File: src/rtl/gps_pkg.sv
package gps_pkg;

  // frame layout: header 001, 16-bit value, even parity
  localparam int POS_W       = 16;
  localparam int FRAME_BITS  = 20;
  localparam int BEATS       = 2 * FRAME_BITS;
  localparam int BEAT_W      = $clog2(BEATS);
  localparam int PIN_W       = 8;

  localparam logic [2:0]        FRAME_HEADER = 3'b001;
  localparam logic [POS_W-1:0]  SIGN_OFFSET  = 16'h8000;
  localparam logic [BEAT_W-1:0] LAST_BEAT    = BEAT_W'(BEATS - 1);
  // first beat of the parity bit, where sync drops
  localparam logic [BEAT_W-1:0] PARITY_BEAT  = BEAT_W'(BEATS - 2);

  typedef struct packed {
    logic [POS_W-1:0] x_position;
    logic [POS_W-1:0] y_position;
  } in_item_t;

  typedef struct packed {
    logic [PIN_W-1:0] pin_levels;
    logic             last;
  } out_item_t;

  // per-beat control from the sequencer to the merge stage
  typedef struct packed {
    logic clk_level;
    logic sync_level;
    logic last;
  } beat_ctrl_t;

endpackage

File: src/rtl/gps_lane.sv
module gps_lane (
  input  logic                     clk,
  input  logic [gps_pkg::POS_W-1:0] pos,
  input  logic                     signed_mode,
  input  logic                     load,
  input  logic                     shift,
  output logic                     frame_bit
);
  import gps_pkg::*;

  logic [POS_W-1:0]      value;
  logic                  parity;
  logic [FRAME_BITS-1:0] frame_r;
  logic [FRAME_BITS-1:0] frame_nxt;

  // offset binary in signed mode, parity makes the ones count of the whole frame even
  assign value  = signed_mode ? POS_W'(pos + SIGN_OFFSET) : pos;
  assign parity = ~(^value);

  // frame shift register, msb goes out first
  always_comb begin
    frame_nxt = frame_r;
    if (load) begin
      frame_nxt = {FRAME_HEADER, value, parity};
    end else if (shift) begin
      frame_nxt = {frame_r[FRAME_BITS-2:0], 1'b0};
    end
  end

  always_ff @(posedge clk) begin
    frame_r <= frame_nxt;
  end

  assign frame_bit = frame_r[FRAME_BITS-1];

endmodule

File: src/rtl/gps_merge.sv
module gps_merge (
  input  logic                clk,
  input  logic                rst_n,
  input  logic                load,
  input  gps_pkg::beat_ctrl_t ctrl,
  input  logic                ch1_bit,
  input  logic                ch2_bit,
  output logic                can_load,
  output logic                out_valid,
  input  logic                out_ready,
  output gps_pkg::out_item_t  out_item
);
  import gps_pkg::*;

  logic [3:0] pos_pins;
  logic       valid_r;
  logic       valid_nxt;
  out_item_t  item_r;
  out_item_t  item_nxt;

  // positive pins in the low nibble, complements above
  assign pos_pins = {ch2_bit, ch1_bit, ctrl.sync_level, ctrl.clk_level};
  assign can_load = !valid_r || out_ready;

  // output register
  always_comb begin
    valid_nxt = valid_r;
    item_nxt  = item_r;
    if (load) begin
      valid_nxt           = 1'b1;
      item_nxt.pin_levels = {~pos_pins, pos_pins};
      item_nxt.last       = ctrl.last;
    end else if (out_ready) begin
      valid_nxt = 1'b0;
    end
  end

  always_ff @(posedge clk) begin
    if (!rst_n) begin
      valid_r <= 1'b0;
    end else begin
      valid_r <= valid_nxt;
    end
  end

  always_ff @(posedge clk) begin
    item_r <= item_nxt;
  end

  assign out_valid = valid_r;
  assign out_item  = item_r;

endmodule

File: src/rtl/galvo_position_serializer_top.sv
// Galvo position serializer: turns one X/Y position pair into the pin
// sequence of a two-channel galvo link (clock, sync, channel 1, channel 2,
// each with its complement on the upper nibble).
// Input channel: in_valid/in_ready with in_item carrying both positions.
// Result channel: out_valid/out_ready with out_item; each item gives 40
// pin bytes, two per frame bit (clock high, then clock low), last set on
// the fortieth.
// Configuration: cfg_we writes cfg_data into the signed mode flag; in
// signed mode each position is offset by 32768 before framing. Write it
// only while the block is idle.
// Timing: after acceptance the sequencer's busy and beat registers are set,
// then the first byte enters the output register. One byte per cycle while
// the receiver does not stall, paced by the 40-beat frame sequencer; the
// next item is taken in the cycle the previous item's last byte enters
// the output register, so frames follow without a gap.
// A stalled receiver holds the output register and freezes the sequencer
// and both lane shift registers; nothing is dropped.
// Reset clears the signed mode flag, the sequencer and the output valid.
module galvo_position_serializer_top (
  input  logic               clk,
  input  logic               rst_n,
  input  logic               cfg_we,
  input  logic               cfg_data,
  input  logic               in_valid,
  output logic               in_ready,
  input  gps_pkg::in_item_t  in_item,
  output logic               out_valid,
  input  logic               out_ready,
  output gps_pkg::out_item_t out_item
);
  import gps_pkg::*;

  logic              signed_r;
  logic              busy_r;
  logic              busy_nxt;
  logic [BEAT_W-1:0] beat_r;
  logic [BEAT_W-1:0] beat_nxt;
  logic              can_load;
  logic              emit;
  logic              last_beat;
  logic              accept;
  logic              shift;
  logic              ch1_bit;
  logic              ch2_bit;
  beat_ctrl_t        ctrl;

  // configuration register
  always_ff @(posedge clk) begin
    if (!rst_n) begin
      signed_r <= 1'b0;
    end else if (cfg_we) begin
      signed_r <= cfg_data;
    end
  end

  // beat sequencer
  assign emit      = busy_r && can_load;
  assign last_beat = beat_r == LAST_BEAT;
  assign in_ready  = !busy_r || (emit && last_beat);
  assign accept    = in_valid && in_ready;
  assign shift     = emit && beat_r[0];

  always_comb begin
    busy_nxt = busy_r;
    beat_nxt = beat_r;
    if (accept) begin
      busy_nxt = 1'b1;
      beat_nxt = '0;
    end else if (emit) begin
      beat_nxt = beat_r + 1'b1;
      if (last_beat) begin
        busy_nxt = 1'b0;
      end
    end
  end

  always_ff @(posedge clk) begin
    if (!rst_n) begin
      busy_r <= 1'b0;
      beat_r <= '0;
    end else begin
      busy_r <= busy_nxt;
      beat_r <= beat_nxt;
    end
  end

  // per-beat levels: clock high on even beats, sync low during parity
  assign ctrl.clk_level  = ~beat_r[0];
  assign ctrl.sync_level = beat_r < PARITY_BEAT;
  assign ctrl.last       = last_beat;

  // one lane per channel
  gps_lane u_lane_x (
    .clk         (clk),
    .pos         (in_item.x_position),
    .signed_mode (signed_r),
    .load        (accept),
    .shift       (shift),
    .frame_bit   (ch1_bit)
  );

  gps_lane u_lane_y (
    .clk         (clk),
    .pos         (in_item.y_position),
    .signed_mode (signed_r),
    .load        (accept),
    .shift       (shift),
    .frame_bit   (ch2_bit)
  );

  // merge lanes into the pin byte
  gps_merge u_merge (
    .clk       (clk),
    .rst_n     (rst_n),
    .load      (emit),
    .ctrl      (ctrl),
    .ch1_bit   (ch1_bit),
    .ch2_bit   (ch2_bit),
    .can_load  (can_load),
    .out_valid (out_valid),
    .out_ready (out_ready),
    .out_item  (out_item)
  );

endmodule

File: config.mk
export PLATFORM = sky130hd
export DESIGN_NAME = galvo_position_serializer_top
export DESIGN_NICKNAME = d
export VERILOG_FILES = /design/src/rtl/gps_pkg.sv /design/src/rtl/gps_lane.sv /design/src/rtl/gps_merge.sv /design/src/rtl/galvo_position_serializer_top.sv
export SDC_FILE = /design/constraint.sdc
export NUM_CORES = 1
export LEC_CHECK = 0
export ABC_AREA = 1
export CAP_MARGIN = 20
export CORE_MARGIN = 3
export CORE_UTILIZATION = 61
export CTS_CLUSTER_DIAMETER = 120
export DETAILED_ROUTE_END_ITERATION = 7
export DONT_BUFFER_PORTS = 1
export GPL_ROUTABILITY_DRIVEN = 0
export PLACE_DENSITY = 0.74
export RECOVER_POWER = 25
export REMOVE_ABC_BUFFERS = 1
export SYNTH_ARGS = -nofsm -noshare
export SYNTH_HDL_FRONTEND = slang
export SYNTH_SLANG_ARGS = --single-unit
File: constraint.sdc
create_clock -name clk -period 4.55 [get_ports clk]
set_input_delay 0.2275 -clock clk [delete_from_list [all_inputs] [get_ports clk]]
set_output_delay 0.2275 -clock clk [all_outputs]
set_load 0.02 [all_outputs]
==> flow_metrics.env <==
export IMPL_grt_antenna_before_repair=0
export IMPL_fillers=383
export IMPL_grt_pass1_vias=2095
export IMPL_yosys_top_cells_count="nand2_1 (164), inv_1 (62), edfxtp_1 (43), o21ai_0 (25), nand3_1 (19)"
export IMPL_clkSlewWorstSetupHoldPaths_ns=0.07
export IMPL_cts_setup_buffers=0
export IMPL_grt_pass1_wl_um=9030
export IMPL_rsz0062_at_grt="false"
export IMPL_maxCapViolCount=0
export IMPL_numPortBuffers=0
export IMPL_dieWidth_um=76.1
export IMPL_wire_per_inst_um=11.4
export IMPL_multiInputGateArea_mm2=0.00111
export IMPL_ant_nets=0
export IMPL_core_area_mm2=0.00453
export IMPL_synth_edf_count=43
export IMPL_synthArstFlopShare_pct=0
export IMPL_setup_tns_ns=0
export IMPL_ctsResizeCount=0
export IMPL_cp_start_kind="flip-flop"
export IMPL_dominantRegCellSynth="edfxtp_1"
export IMPL_numCtsBuffers=9
export IMPL_fin_crit_ns=3.28
export IMPL_cts_hold_fix_buffers=0
export IMPL_drc=0
export IMPL_cp_arrival_ns=3.27
export IMPL_dieArea_mm2=0.00579
export IMPL_yosysMostFrequentCell="nand2_1"
export IMPL_worstSkewPairLatency_ns=0.34
export IMPL_cts_tree="done"
export IMPL_outcome="finished clean"
export IMPL_wirelength_um=5280
export IMPL_synth_top_area_share_pct=43.1
export IMPL_critPathKind="reg -> reg"
export IMPL_finClkSkew_ns=0.00958
export IMPL_dr_first_iter_drc_count=182
export IMPL_cts_sinks=58
export IMPL_viasPerCell=4.97
export IMPL_rr_worst_depth=6
export IMPL_tightest_slew_ns=0.996
export IMPL_fin_crit_sh_pct=72.1
export IMPL_nets=432
export IMPL_vias=2302
export IMPL_drive_above_1_share_pct=4.52
export IMPL_io_pins=49
export IMPL_start_util_pct=66.1
export IMPL_chipHeight_um=76.1
export IMPL_yosysWarnings=0
export IMPL_worst_setup_path_end_kind="flip-flop"
export IMPL_fin_ws_ns=1.27
export IMPL_critical_path_required_ns=4.54
export IMPL_ys_seq_elements=58
export IMPL_overflow=0
export IMPL_vdd_drop_max_uv=234
export IMPL_seq_area_mm2=0.00159
export IMPL_num_antenna_cells=0
export IMPL_hold_path_cell_count=2
export IMPL_yosys_area_top_type="edfxtp_1"
export IMPL_hpwlAfterDp_um=3820
export IMPL_hold_viol=0
export IMPL_cts_htree_levels=3
export IMPL_pre_cts_ws_ns=1.70
export IMPL_drt_pass1_iterations=5
export IMPL_synth_area_top_cells="edfxtp_1 (43%), nand2_1 (21%), dfxtp_1 (10%), inv_1 (7.8%), o21ai_0 (4.2%)"
export IMPL_syn_area_mm2=0.00300
export IMPL_rows=24
export IMPL_setup_violations=0
export IMPL_slew_headroom_pct=33.6
export IMPL_grt_max_degree=38
export IMPL_cts_buffer_depth=2
export IMPL_p_per_area_mw_per_mm2=373
export IMPL_cts_root_buf="clkbuf_8"
export IMPL_min_path_type="in -> reg"
export IMPL_area_delta_synth_final_pct=7.27
export IMPL_slew_violations=0
export IMPL_synth_cell_types=24
export IMPL_leakagePower_nw=1.55
export IMPL_postSynthAreaPerCell_um2=7.74
export IMPL_max_freq_mhz=305
export IMPL_syn_inst=387
export IMPL_grt_usage_pct=19.7
export IMPL_seq_area_frac_synth_pct=53.1
export IMPL_cp_max_fo=37
through the flow:
step / hold WS, ns / power (mW) / instances / cell area [um^2] / util, %
after floorplan: 0.366 / 0.760 / 380 / 2960 / -
after global placement: 0.376 / 0.787 / 447 / 3050 / 67.3
after detailed placement: 0.413 / 0.794 / 447 / 3050 / 67.3
after CTS: 0.0566 / 1.21 / 463 / 3230 / 71.1
after global routing: 0.0456 / 1.27 / 463 / 3210 / 70.9
final: 0.0634 / 1.20 / 463 / 3210 / 70.9
layer usage:
layer  share of wire, %  track usage [%]  vias up
li1                   -                -     1228
met1                 45             24.1     1005
met2                 48             30.9       67
met3                6.5             9.10        2
met4               0.36             6.52        0
met5                  0                0        -
layout by cell type (no fill, tap or decap):
| cell type | instances |
|---|---|
| nand2_1 | 164 |
| inv_1 | 62 |
| edfxtp_1 | 43 |
| o21ai_0 | 25 |
| nand3_1 | 19 |
| nor2_1 | 18 |
| dfxtp_1 | 15 |
| clkbuf_8 | 9 |
| a21oi_1 | 8 |
| o21ai_1 | 8 |
| xor2_1 | 5 |
| clkinv_2 | 3 |
| xnor2_1 | 3 |
| clkbuf_1 | 3 |
| nor3_1 | 2 |
| buf_4 | 2 |
| nand4_1 | 1 |
| inv_2 | 1 |
| o21ai_2 | 1 |
| nand2_2 | 1 |
| a31oi_1 | 1 |
| nor3b_1 | 1 |
| ha_1 | 1 |
| clkbuf_16 | 1 |
| clkinv_1 | 1 |
final cells by class:
type	instances	share of cell area [%]
clock buffer	13	4.98
clock inverter	3	0.428
inverter	64	7.51
multi-input combinational	258	34.6
sequential	58	49.5
tap	65	2.53
timing repair buffer	2	0.467
kinds of logic after synthesis:
logic type	Yosys count	synth area share, %
xor gates and xnor gates	8	2.34
DFF	58	53.1
and+or+nand+nor	206	27.0
adders and majority gates	1	0.417
AOI/OAI and AO/OA	43	7.72
buffers and inverters	71	9.44
critical path, stage by stage, from the launching register on:
cell,delay (ns)
dfxtp_1,0.39
a21oi_1,0.82
inv_2,0.13
o21ai_2,0.37
nand2_2,0.44
nand2_1,0.33
buf_4,0.42
flip-flops by register name, summed over array words and instances, names as in the netlist:
register and cells:
signed_r 1, u_lane_x.frame_r 20, u_lane_y.frame_r 20, busy_r 1
u_merge.out_valid 1, beat_r 6, u_merge.out_item 9
power by group:
group | leakage, nW | internal, mW | switching, mW | total, mW
clock | 0.0900 | 0.227 | 0.192 | 0.419
sequential | 0.530 | 0.619 | 0.0168 | 0.636
combinational | 0.930 | 0.0475 | 0.0977 | 0.145
final timing paths:
check | from | endpoint | slack, ns
setup / recovery | u_merge.out_valid | u_lane_x.frame_r[16] | 1.27
hold / removal | cfg_data | signed_r | 0.06
setup reg to reg | u_merge.out_valid | u_lane_x.frame_r[16] | 1.27
hold reg to reg | u_lane_y.frame_r[19] | u_merge.out_item[4] | 0.44
No activity file was read; power rests on OpenSTA's default activity.
